**src/rtl/stq_pkg.sv**
```systemverilog
// Shared types and codes for the sorted task priority queue.
// Holds the request and response beats, the queue entry layout and the
// command and status groups between the controller and the datapath.
package stq_pkg;

    localparam int OCC_W = 6;

    localparam logic CMD_INSERT = 1'b0;
    localparam logic CMD_LOOKUP = 1'b1;

    typedef enum logic [1:0] {
        STATUS_INSERTED  = 2'd0,
        STATUS_FULL      = 2'd1,
        STATUS_FOUND     = 2'd2,
        STATUS_NOT_FOUND = 2'd3
    } status_t;

    typedef struct packed {
        logic               command;
        logic signed [7:0]  task_priority;
        logic        [31:0] task_time;
        logic        [14:0] task_id;
    } req_t;

    typedef struct packed {
        status_t            status;
        logic        [31:0] found_time;
        logic signed [7:0]  found_priority;
        logic [OCC_W-1:0]   occupancy;
    } rsp_t;

    typedef struct packed {
        logic signed [7:0]  prio;
        logic        [31:0] time_ms;
        logic        [14:0] id;
    } entry_t;

    localparam int ENTRY_W = $bits(entry_t);

    // Datapath actions issued by the controller.
    typedef struct packed {
        logic    load;
        logic    rd_last;
        logic    rd_first;
        logic    shift;
        logic    put_above;
        logic    put_zero;
        logic    step;
        logic    res_load;
        status_t res_status;
        logic    push;
    } ctrl_cmd_t;

    // Conditions reported back by the datapath.
    typedef struct packed {
        logic is_insert;
        logic full;
        logic empty;
        logic goes_first;
        logic hit;
        logic idx_zero;
        logic idx_last;
        logic out_free;
    } ctrl_sts_t;

endpackage

```
**src/rtl/stq_ram.sv**
```systemverilog
// Generic single write port, single read port RAM with registered read.
// Stand-alone; no package dependency.
module stq_ram #(
    parameter int WIDTH = 55,
    parameter int DEPTH = 32
) (
    input  logic                     clk,
    input  logic                     we,
    input  logic [$clog2(DEPTH)-1:0] waddr,
    input  logic [WIDTH-1:0]         wdata,
    input  logic [$clog2(DEPTH)-1:0] raddr,
    output logic [WIDTH-1:0]         rdata
);

    logic [WIDTH-1:0] mem_reg [DEPTH];
    logic [WIDTH-1:0] rdata_reg;

    always_ff @(posedge clk)
    begin
        if (we)
        begin
            mem_reg[waddr] <= wdata;
        end
        rdata_reg <= mem_reg[raddr];
    end

    assign rdata = rdata_reg;

endmodule

```
**src/rtl/stq_datapath.sv**
```systemverilog
// Datapath of the sorted task priority queue: entry RAM, scan index,
// fill count, key comparator, result and output registers.
// Depends on stq_pkg and stq_ram.
module stq_datapath #(
    parameter int DEPTH = 32
) (
    input  logic               clk,
    input  logic               rst_n,
    input  stq_pkg::req_t      req,
    input  stq_pkg::ctrl_cmd_t cmd,
    output stq_pkg::ctrl_sts_t sts,
    input  logic               rsp_stall,
    output logic               rsp_valid,
    output stq_pkg::rsp_t      rsp
);

    localparam int IDX_W = $clog2(DEPTH);
    localparam int CNT_W = $clog2(DEPTH + 1);

    // True when key a must be served before key b.
    function automatic logic goes_before(input stq_pkg::entry_t a, input stq_pkg::entry_t b);
        logic result;
        if (a.prio != b.prio)
        begin
            result = a.prio > b.prio;
        end
        else if (a.time_ms != b.time_ms)
        begin
            result = a.time_ms < b.time_ms;
        end
        else
        begin
            result = a.id < b.id;
        end
        return result;
    endfunction

    stq_pkg::req_t   item_reg;
    stq_pkg::rsp_t   res_reg;
    stq_pkg::rsp_t   res_next;
    stq_pkg::rsp_t   rsp_reg;
    logic            rsp_valid_reg;
    logic            rsp_valid_next;
    logic [IDX_W-1:0] idx_reg;
    logic [IDX_W-1:0] idx_next;
    logic [CNT_W-1:0] count_reg;
    logic [CNT_W-1:0] count_next;

    logic                         ram_we;
    logic [IDX_W-1:0]             ram_waddr;
    logic [IDX_W-1:0]             ram_raddr;
    stq_pkg::entry_t              ram_wdata;
    logic [stq_pkg::ENTRY_W-1:0]  ram_rdata;
    stq_pkg::entry_t              rd_entry;
    stq_pkg::entry_t              new_entry;

    assign rd_entry = stq_pkg::entry_t'(ram_rdata);

    assign new_entry.prio    = item_reg.task_priority;
    assign new_entry.time_ms = item_reg.task_time;
    assign new_entry.id      = item_reg.task_id;

    stq_ram #(
        .WIDTH (stq_pkg::ENTRY_W),
        .DEPTH (DEPTH)
    ) u_ram (
        .clk   (clk),
        .we    (ram_we),
        .waddr (ram_waddr),
        .wdata (ram_wdata),
        .raddr (ram_raddr),
        .rdata (ram_rdata)
    );

    // The insert scan walks down from the tail: each cycle the entry read in
    // the previous cycle is either moved up one place, while the next lower
    // entry is being read, or the new task lands just above it.
    always_comb
    begin
        idx_next   = idx_reg;
        count_next = count_reg;
        ram_we     = 1'b0;
        ram_waddr  = '0;
        ram_wdata  = new_entry;
        ram_raddr  = '0;
        if (cmd.rd_last)
        begin
            ram_raddr = IDX_W'(count_reg - CNT_W'(1));
            idx_next  = IDX_W'(count_reg - CNT_W'(1));
        end
        if (cmd.rd_first)
        begin
            ram_raddr = '0;
            idx_next  = '0;
        end
        if (cmd.shift)
        begin
            ram_we    = 1'b1;
            ram_waddr = idx_reg + IDX_W'(1);
            ram_wdata = rd_entry;
            ram_raddr = idx_reg - IDX_W'(1);
            idx_next  = idx_reg - IDX_W'(1);
        end
        if (cmd.put_above)
        begin
            ram_we     = 1'b1;
            ram_waddr  = idx_reg + IDX_W'(1);
            count_next = count_reg + CNT_W'(1);
        end
        if (cmd.put_zero)
        begin
            ram_we     = 1'b1;
            ram_waddr  = '0;
            count_next = count_reg + CNT_W'(1);
        end
        if (cmd.step)
        begin
            ram_raddr = idx_reg + IDX_W'(1);
            idx_next  = idx_reg + IDX_W'(1);
        end
    end

    always_comb
    begin
        res_next.status    = cmd.res_status;
        res_next.occupancy = stq_pkg::OCC_W'(count_next);
        if (cmd.res_status == stq_pkg::STATUS_FOUND)
        begin
            res_next.found_time     = rd_entry.time_ms;
            res_next.found_priority = rd_entry.prio;
        end
        else
        begin
            res_next.found_time     = '0;
            res_next.found_priority = '0;
        end
    end

    always_comb
    begin
        rsp_valid_next = rsp_valid_reg;
        if (cmd.push)
        begin
            rsp_valid_next = 1'b1;
        end
        else if (!rsp_stall)
        begin
            rsp_valid_next = 1'b0;
        end
    end

    always_ff @(posedge clk or negedge rst_n)
    begin
        if (!rst_n)
        begin
            count_reg     <= '0;
            idx_reg       <= '0;
            rsp_valid_reg <= 1'b0;
        end
        else
        begin
            count_reg     <= count_next;
            idx_reg       <= idx_next;
            rsp_valid_reg <= rsp_valid_next;
        end
    end

    always_ff @(posedge clk)
    begin
        if (cmd.load)
        begin
            item_reg <= req;
        end
        if (cmd.res_load)
        begin
            res_reg <= res_next;
        end
        if (cmd.push)
        begin
            rsp_reg <= res_reg;
        end
    end

    assign sts.is_insert  = (item_reg.command == stq_pkg::CMD_INSERT);
    assign sts.full       = (count_reg == CNT_W'(DEPTH));
    assign sts.empty      = (count_reg == '0);
    assign sts.goes_first = goes_before(new_entry, rd_entry);
    assign sts.hit        = (rd_entry.id == item_reg.task_id);
    assign sts.idx_zero   = (idx_reg == '0);
    assign sts.idx_last   = ((CNT_W'(idx_reg) + CNT_W'(1)) == count_reg);
    assign sts.out_free   = !rsp_valid_reg || !rsp_stall;

    assign rsp_valid = rsp_valid_reg;
    assign rsp       = rsp_reg;

endmodule

```
**src/rtl/stq_ctrl.sv**
```systemverilog
// Controller of the sorted task priority queue: sequences the insert and
// lookup scans and the hand-over of each result to the output register.
// Depends on stq_pkg.
module stq_ctrl (
    input  logic               clk,
    input  logic               rst_n,
    input  logic               req_valid,
    output logic               req_stall,
    input  stq_pkg::ctrl_sts_t sts,
    output stq_pkg::ctrl_cmd_t cmd
);

    typedef enum logic [5:0] {
        S_IDLE     = 6'b000001,
        S_DISPATCH = 6'b000010,
        S_INS      = 6'b000100,
        S_PUT0     = 6'b001000,
        S_LKP      = 6'b010000,
        S_REPLY    = 6'b100000
    } state_t;

    state_t state_reg;
    state_t state_next;

    always_comb
    begin
        state_next = state_reg;
        cmd        = '0;
        cmd.res_status = stq_pkg::STATUS_INSERTED;
        case (state_reg)
            S_IDLE:
            begin
                if (req_valid)
                begin
                    cmd.load   = 1'b1;
                    state_next = S_DISPATCH;
                end
            end
            S_DISPATCH:
            begin
                if (sts.is_insert)
                begin
                    if (sts.full)
                    begin
                        cmd.res_load   = 1'b1;
                        cmd.res_status = stq_pkg::STATUS_FULL;
                        state_next     = S_REPLY;
                    end
                    else if (sts.empty)
                    begin
                        cmd.put_zero   = 1'b1;
                        cmd.res_load   = 1'b1;
                        cmd.res_status = stq_pkg::STATUS_INSERTED;
                        state_next     = S_REPLY;
                    end
                    else
                    begin
                        cmd.rd_last = 1'b1;
                        state_next  = S_INS;
                    end
                end
                else if (sts.empty)
                begin
                    cmd.res_load   = 1'b1;
                    cmd.res_status = stq_pkg::STATUS_NOT_FOUND;
                    state_next     = S_REPLY;
                end
                else
                begin
                    cmd.rd_first = 1'b1;
                    state_next   = S_LKP;
                end
            end
            S_INS:
            begin
                if (sts.goes_first)
                begin
                    cmd.shift = 1'b1;
                    if (sts.idx_zero)
                    begin
                        state_next = S_PUT0;
                    end
                end
                else
                begin
                    cmd.put_above  = 1'b1;
                    cmd.res_load   = 1'b1;
                    cmd.res_status = stq_pkg::STATUS_INSERTED;
                    state_next     = S_REPLY;
                end
            end
            S_PUT0:
            begin
                cmd.put_zero   = 1'b1;
                cmd.res_load   = 1'b1;
                cmd.res_status = stq_pkg::STATUS_INSERTED;
                state_next     = S_REPLY;
            end
            S_LKP:
            begin
                if (sts.hit)
                begin
                    cmd.res_load   = 1'b1;
                    cmd.res_status = stq_pkg::STATUS_FOUND;
                    state_next     = S_REPLY;
                end
                else if (sts.idx_last)
                begin
                    cmd.res_load   = 1'b1;
                    cmd.res_status = stq_pkg::STATUS_NOT_FOUND;
                    state_next     = S_REPLY;
                end
                else
                begin
                    cmd.step = 1'b1;
                end
            end
            S_REPLY:
            begin
                // Wait here until the output register can take the beat.
                if (sts.out_free)
                begin
                    cmd.push   = 1'b1;
                    state_next = S_IDLE;
                end
            end
            default:
            begin
                state_next = S_IDLE;
            end
        endcase
    end

    always_ff @(posedge clk or negedge rst_n)
    begin
        if (!rst_n)
        begin
            state_reg <= S_IDLE;
        end
        else
        begin
            state_reg <= state_next;
        end
    end

    assign req_stall = (state_reg != S_IDLE);

endmodule

```
**src/rtl/sorted_task_priority_queue.sv**
```systemverilog
// Sorted task priority queue: a bounded queue of up to QUEUE_DEPTH tasks
// kept in service order (higher priority, then shorter time, then lower id).
// Depends on stq_pkg, stq_ctrl and stq_datapath.
//
// One command is taken at a time and each gives exactly one response beat.
// The entries sit in a single-port-write, registered-read RAM, so every
// scan step costs one RAM read. An insert scans down from the tail and
// moves up one place each queued task that must follow the new one (0 to
// the fill count of them); an insert into an empty or full queue makes no
// scan. A lookup scans up from position zero to the first matching id, or
// through the whole queue when nothing matches, and makes no scan on an
// empty queue. The next command is accepted once its predecessor's
// response has moved into the output register, even while that response
// still waits to be taken. No clearing pass is needed after reset.
module sorted_task_priority_queue #(
    parameter int QUEUE_DEPTH = 32
) (
    input  logic          clk,
    input  logic          rst_n,
    input  logic          req_valid,
    output logic          req_stall,
    input  stq_pkg::req_t req,
    output logic          rsp_valid,
    input  logic          rsp_stall,
    output stq_pkg::rsp_t rsp
);

    stq_pkg::ctrl_cmd_t cmd;
    stq_pkg::ctrl_sts_t sts;

    stq_ctrl u_ctrl (
        .clk       (clk),
        .rst_n     (rst_n),
        .req_valid (req_valid),
        .req_stall (req_stall),
        .sts       (sts),
        .cmd       (cmd)
    );

    stq_datapath #(
        .DEPTH (QUEUE_DEPTH)
    ) u_datapath (
        .clk       (clk),
        .rst_n     (rst_n),
        .req       (req),
        .cmd       (cmd),
        .sts       (sts),
        .rsp_stall (rsp_stall),
        .rsp_valid (rsp_valid),
        .rsp       (rsp)
    );

endmodule
```
**config.mk**
```make
export PLATFORM = sky130hd
export DESIGN_NAME = sorted_task_priority_queue
export DESIGN_NICKNAME = d
export VERILOG_FILES = /design/src/rtl/stq_pkg.sv /design/src/rtl/stq_ram.sv /design/src/rtl/stq_datapath.sv /design/src/rtl/stq_ctrl.sv /design/src/rtl/sorted_task_priority_queue.sv
export SDC_FILE = /design/constraint.sdc
export NUM_CORES = 2
export LEC_CHECK = 0
export BUFFER_PORTS_ARGS = -buffer_cell sky130_fd_sc_hd__clkbuf_2
export CAP_MARGIN = 20
export CELL_PAD_IN_SITES_DETAIL_PLACEMENT = 0
export CELL_PAD_IN_SITES_GLOBAL_PLACEMENT = 1
export CORE_ASPECT_RATIO = 1.4
export CORE_MARGIN = 2
export CORE_UTILIZATION = 50
export CTS_CLUSTER_SIZE = 40
export DETAILED_ROUTE_END_ITERATION = 7
export PLACE_DENSITY = 0.79
export SYNTH_ARGS = -nofsm -noshare
export SYNTH_HDL_FRONTEND = slang
export SYNTH_SLANG_ARGS = --single-unit
```
**constraint.sdc**
```tcl
create_clock -name clk -period 8 [get_ports clk]
set_input_delay 0.4 -clock clk [delete_from_list [all_inputs] [get_ports clk]]
set_output_delay 0.4 -clock clk [all_outputs]
set_load 0.03 [all_outputs]
```
# Yosys cells after proc, flatten, opt, wreduce, memory -nomap -nowiden
# Memories as Yosys holds them, arrays and structs flattened. A register that Yosys moved wholly into a read port is not among the register bits.
# Index checks and enable logic that the tools add are counted.
[totals] memories=1 register_bits=170 ramBits=1760 out_inout_bits=50 word_cells=111 inputBits=60
[mem_list] memory="u_datapath.u_ram.mem_reg" words=32 width=55 read_ports=1 rd_ports_with_merged_regs=1 wr=1 line_no="stq_ram.sv:15" rtl="logic [WIDTH-1:0] mem_reg [DEPTH];"
[op_classes] muxes=61 magnitude_cmp=3 n_reduce_logical=7 n_eq_ne=18 n_addsub=5
[op_table] op="$mux W6" count=12
[op_table] op="$mux W5" count=11
[op_table] op="$mux W55" count=1
[op_table] op="$pmux W6 S6" count=1
[op_table] op="$lt A32 B32 Y1" count=1
[op_table] op="$ne A32 B32 Y1" count=1
[op_table] op="$mux W1" count=25
[op_table] op="$mux W3" count=7
[op_table] op="$eq A15 B15 Y1" count=1
[op_table] op="$lt A15 B15 Y1" count=1
[op_table] op="$eq A6 B6 Y1 const B" count=2
[op_table] op="$pmux W3 S4" count=1
[op_table] op="$sub A5 B1 Y5 const B" count=2
[op_table] op="$gt A8 B8 Y1" count=1
[op_table] op="$ne A8 B8 Y1" count=1
[op_table] op="$add A5 B1 Y6 const B" count=1
[op_table] op="$add A6 B1 Y6 const B" count=1
[op_table] op="$eq A6 B1 Y1 const B" count=1
[op_table] op="$eq A6 B2 Y1 const B" count=1
[op_table] op="$eq A6 B3 Y1 const B" count=1
[op_table] op="$eq A6 B4 Y1 const B" count=1
[op_table] op="$eq A6 B5 Y1 const B" count=1
[op_table] op="$eq A6 B6 Y1" count=1
[op_table] op="$logic_not A6 Y1" count=1
[op_table] op="13 further kinds" count=17

# Longest topological paths before layout
[depth] ltp_word=10 ltp_mapped=20 ltp_nobuf=14

# Modules after synthesis
# From an unflattened synthesis, not the netlist that was laid out.
[unflattened] cells_unflattened=4473 area_unflattened_um2=78011.1
[by_module_without_submodules] mod="stq_ram" area_each_um2=69527.9 cells_each=3847 n_inst=1 seq_area_each_um2=53951.7
[by_module_without_submodules] mod="stq_datapath" area_each_um2=7962.6 cells_each=569 n_inst=1 seq_area_each_um2=4864.7
[by_module_without_submodules] mod="stq_ctrl" area_each_um2=520.5 cells_each=57 n_inst=1 seq_area_each_um2=151.4

# Least setup slack after synthesis
# Ideal clock, no wire load.
[synth_path] kind="reg-to-reg" from="register u_datapath.idx_reg[0]" to="memory u_datapath.u_ram.mem_reg[5][0] (enable)" n_path_buf=4 slack_ns=2.075 t_required_ns=7.465 period_less_slack_ns=5.925 stages_incl_launch_ff=8 setup_time_ns=0.535 arrival_time_ns=5.389 cell_sequence="dfrtp_1 > buf_2 > inv_1 > ha_1 > clkbuf_1 > clkbuf_1 > clkbuf_1 > nor3_1"
[synth_between] elab_chain_len=4
[synth_lines] item="from (decl)" line_no="stq_datapath.sv:44" rtl="logic [IDX_W-1:0] idx_reg;"
[synth_lines] item="from (signal assigned)" line_no="stq_datapath.sv:163" rtl="idx_reg <= idx_next;"
[synth_lines] item="$add A5 B1 Y5 *" line_no="stq_datapath.sv:99, stq_datapath.sv:107"
[synth_lines] item="$mux W5" line_no="stq_datapath.sv:96" rtl="if (cmd.shift)"
[synth_lines] item="$mux W5 *" line_no="stq_datapath.sv:104" rtl="if (cmd.put_above)"
[synth_lines] item="$mux W5 *" line_no="stq_datapath.sv:110" rtl="if (cmd.put_zero)"
[synth_lines] item="to (decl)" line_no="stq_ram.sv:15"
# Every way passes the cells marked *; elsewhere a longest branch is shown, timed or not.

# Worst setup path after layout
[layout_path] from="register u_datapath.u_ram.rdata_reg[41], in the netlist u_datapath.u_ram.rdata[41] (read register of u_datapath.u_ram.mem_reg)" to="register u_datapath.u_ram.rdata_reg[40], in the netlist u_datapath.u_ram.rdata[40] (read register of u_datapath.u_ram.mem_reg)"
[layout_between] elab_chain_len=7 word_cells_on_any_way=8 classes_between="1 x order compare; 1 x eq/ne; 6 x mux"
[layout_lines] item="from (decl)" line_no="stq_ram.sv:16" rtl="logic [WIDTH-1:0] rdata_reg;"
[layout_lines] item="$lt A32 B32 Y1 or $ne A32 B32 Y1 (tied branches)" line_no="stq_datapath.sv:29, stq_datapath.sv:27"
[layout_lines] item="$mux W1 *" line_no="stq_datapath.sv:27" rtl="else if (a.time_ms != b.time_ms)"
[layout_lines] item="$mux W1 *" line_no="stq_datapath.sv:23" rtl="if (a.prio != b.prio)"
[layout_lines] item="$mux W1 *" line_no="stq_ctrl.sv:76" rtl="if (sts.goes_first)"
[layout_lines] item="$mux W2 *" line_no="stq_ctrl.sv:30" rtl="case (state_reg)"
[layout_lines] item="$mux W5 *" line_no="stq_datapath.sv:96"
[layout_lines] item="$mux W5 *" line_no="stq_datapath.sv:116" rtl="if (cmd.step)"
# Marked as above.
# A chain may end at the register's enable or synchronous reset.

==> flow_metrics.env <==
export IMPL_die_x_um=343
export IMPL_final_nets=6555
export IMPL_setup_tns_ns=0
export IMPL_p_int_mw=19.7
export IMPL_post_route_period_util=0.760
export IMPL_core_um2=160000
export IMPL_cp_arrival_ns=6.74
export IMPL_final_util=0.570
export IMPL_rows=174
export IMPL_gp_congestion=0.910
export IMPL_fin_skew_ns=0.0395
export IMPL_r2r_end="u_datapath.u_ram.rdata[40]$_DFF_P_"
export IMPL_slew_violations=0
export IMPL_worst_pin_slew_ns=1.26
export IMPL_peakVddDrop_mv=0.278
export IMPL_dp_cells=8280
export IMPL_synthFlopType="edfxtp_1"
export IMPL_clk_latency_ns=0.87
export IMPL_p_per_area_nw_per_um2=317
export IMPL_antenna_left=0
export IMPL_crit_family="simple AND/OR/NAND/NOR gates"
export IMPL_cts_root_buf="clkbuf_16"
export IMPL_instances_no_fill=8712
export IMPL_setup_ws_ns=1.92
export IMPL_p_comb_frac=0.243
export IMPL_synth_cells=6272
export IMPL_die_area_um2=164000
export IMPL_power_mw=29.0
export IMPL_clock_sinks=1985
export IMPL_synth_warnings=0
export IMPL_grt_max_degree=128
export IMPL_p_sw_frac=0.321
export IMPL_period_needed_ns=6.08
export IMPL_drc=0
export IMPL_die_h_um=479
export IMPL_leakage_nw=32.0
export IMPL_antenna_found_initial=15
export IMPL_syn2layout_area_growth_pct=13.4
export IMPL_io_pins=110
export IMPL_synth_area_um2=80600
export IMPL_endpoint="u_datapath.u_ram.rdata[40]$_DFF_P_"
export IMPL_max_freq_mhz=165
export IMPL_path_cells="inv_1 > ha_1 > nand3_1 > nor4_2 > nand4_1 > a21oi_1 > nor4_4 > a21oi_2 > and2_4 > buf_12 > nand2_1 > and3_1 > a311oi_1 > a31oi_1 > o221ai_1"
export IMPL_cp_num_cells=15
export IMPL_dp_slack_ns=1.94
export IMPL_numCtsBuffers=185
export IMPL_avgSynthCellArea_um2=12.8
export IMPL_grt_use_total=0.305
export IMPL_rsz0062_at_grt="false"
export IMPL_synth_edf_count=1912
export IMPL_run_status="completed"
export IMPL_critPathRequiredTime_ns=8.66
export IMPL_end_kind="register"
export IMPL_synth_distinct_cells=84
export IMPL_grt_pass1_wl_um=360000
export IMPL_layout_drive_gt1_share=0.112
export IMPL_maxCapViolations=0
export IMPL_routed_wl_um=253000
export IMPL_largest_reg_flops=1760
export IMPL_power_switching_mw=9.30
export IMPL_p_clk_frac=0.312
export IMPL_path_buf_inv=2
export IMPL_critical_path_class="reg2reg"
export IMPL_dpl_hpwl_um=140000
export IMPL_reg2reg_depth=15
export IMPL_post_drt_via_cell_ratio=6.28
export IMPL_wl_per_cell_um=29.0
export IMPL_first_global_vias=51900
export IMPL_hold_class="in2async"
export IMPL_overflow=0
export IMPL_clockBufferDepth=3
export IMPL_startpoint_type="register"
export IMPL_cts_setup_buffers=0
export IMPL_cts_resized=0
export IMPL_io_buffers=109
export IMPL_clk_pin_slew_worst_paths_ns=0.07
export IMPL_crit_slowest_cell="and2_4"
export IMPL_first_iter_violations=7696
export IMPL_cp_max_fo=90
export IMPL_r2r_start="u_datapath.u_ram.rdata[41]$_DFF_P_"
export IMPL_fill_cells=12700
export IMPL_async_flop_share=0.00907
export IMPL_syn_num_nets=6392
export IMPL_htree_levels=4
export IMPL_cts_tree="yes"
export IMPL_power_frac_seq=0.445
export IMPL_setup_violations=0
export IMPL_cpPeakStageDelay_ns=0.76
export IMPL_rrSetupSlack_ns=1.92
export IMPL_seq_area_frac_synth=0.732
export IMPL_dr_pass1_iters=8
export IMPL_ys_ff_latch=1985
export IMPL_hold_viol=0
export IMPL_crit_start="u_datapath.u_ram.rdata[41]$_DFF_P_"
export IMPL_num_vias=54700
export IMPL_start_util=0.503
export IMPL_max_slew_margin=0.161
## stage by stage
step | hold WS, ns | instance area [um2]
after global placement | 0.391 | 83900
after detailed placement | 0.394 | 84200
after CTS | 0.0562 | 91000
after global routing | 0.112 | 91300
after floorplan | 0.104 | 80600
final | 0.0696 | 91300
## power by group through the flow
stage,clock (mW),sequential [mW],combinational [mW]
2_1_floorplan,0,13.0,4.27
3_3_place_gp,0,13.1,6.61
6_report,9.05,12.9,7.04
5_1_grt,9.48,12.9,7.51
4_1_cts,9.11,12.9,6.82
3_5_place_dp,0,13.1,6.77
## per-layer routing
layer | vias up | share of wire | GRT usage
met5 | - | 0.00024 | 0
met4 | 8 | 0.057 | 0.157
met3 | 723 | 0.11 | 0.0590
met2 | 3320 | 0.47 | 0.485
met1 | 27300 | 0.36 | 0.400
li1 | 23300 | - | -
## synth_stat cells, types with 5 or more instances
master     instances  area [um2]
clkbuf_1         137         514
xnor2_1           13         114
o32ai_1            5        43.8
a31oi_1          146         913
o21ai_0           69         345
and3_1            64         400
and4_1            10        87.6
buf_1             38         143
dfxtp_1           55        1100
nand4_1           33         206
and2_1            44         275
nor3_1            13        65.1
or3_1             18         113
a32o_1            11         110
buf_6             22         248
a21o_1             5        37.5
dfrtp_1           17         425
a21boi_0           9        67.6
a221oi_1          13         114
buf_4             23         173
a32oi_1            7        61.3
a21oi_1          104         521
a311oi_1          29         254
o22ai_1           42         263
nand3b_1           8        60.1
nand2b_1           5        31.3
nand2_1         1692        6350
buf_2            184         921
a211oi_2           7        87.6
ha_1              60         751
nand3_1         1059        5300
o2111ai_1          8        70.1
o221ai_1          21         184
edfxtp_1        1912       57400
nor2_1            99         372
xor2_1             8        70.1
o211ai_1           5        37.5
mux2i_1          107        1070
inv_1             63         236
or4_1             16         120
a211oi_1          20         150
## cells by family after synthesis
kind of cell,share of synthesized area
mux,0.0148
compound gates,0.0442
buf+inv,0.0277
flops,0.732
xor+xnor,0.00269
simple gates,0.169
fa+ha+maj,0.00932
## timing repair
action,in CTS,in global routing
hold buffers,59,0
endpoints found under the hold margin,78,0
setup endpoints to repair,0,0
## final cells by class
type	instances	area [um2]	area share
Inverter	63	236	0.00259
Timing Repair Buffer	380	3300	0.0362
Clock inverter	87	1000	0.0110
Tap cell	2112	2640	0.0289
Sequential cell	1985	59000	0.646
Clock buffer	260	5230	0.0572
Multi-Input combinational cell	3820	19900	0.218
Antenna cell	5	12.5	0.000137
## layout by cell type, fill, tap and decap left out, types with 63 or more instances in the layout
cell type  count
nand2_1     1690
buf_4        155
inv_1         63
and3_1        64
a31oi_1      146
nand3_1     1059
a21oi_1      100
clkbuf_16    189
edfxtp_1    1912
mux2i_1      107
clkbuf_2     109
## how the worst min path moves through the flow
stage          slack [ns]                                 to
6_report             0.07  u_datapath.idx_reg[0]$_DFFE_PN0P_
5_1_grt              0.11  u_datapath.idx_reg[0]$_DFFE_PN0P_
4_1_cts              0.06  u_datapath.idx_reg[0]$_DFFE_PN0P_
3_5_place_dp         0.39   u_datapath.rsp_valid$_DFFE_PN0P_
3_3_place_gp         0.39   u_datapath.rsp_valid$_DFFE_PN0P_
2_1_floorplan        0.10    u_ctrl.state_reg[1]$_DFFE_PN0P_
Note: power is estimated with default switching activity, not from simulation.
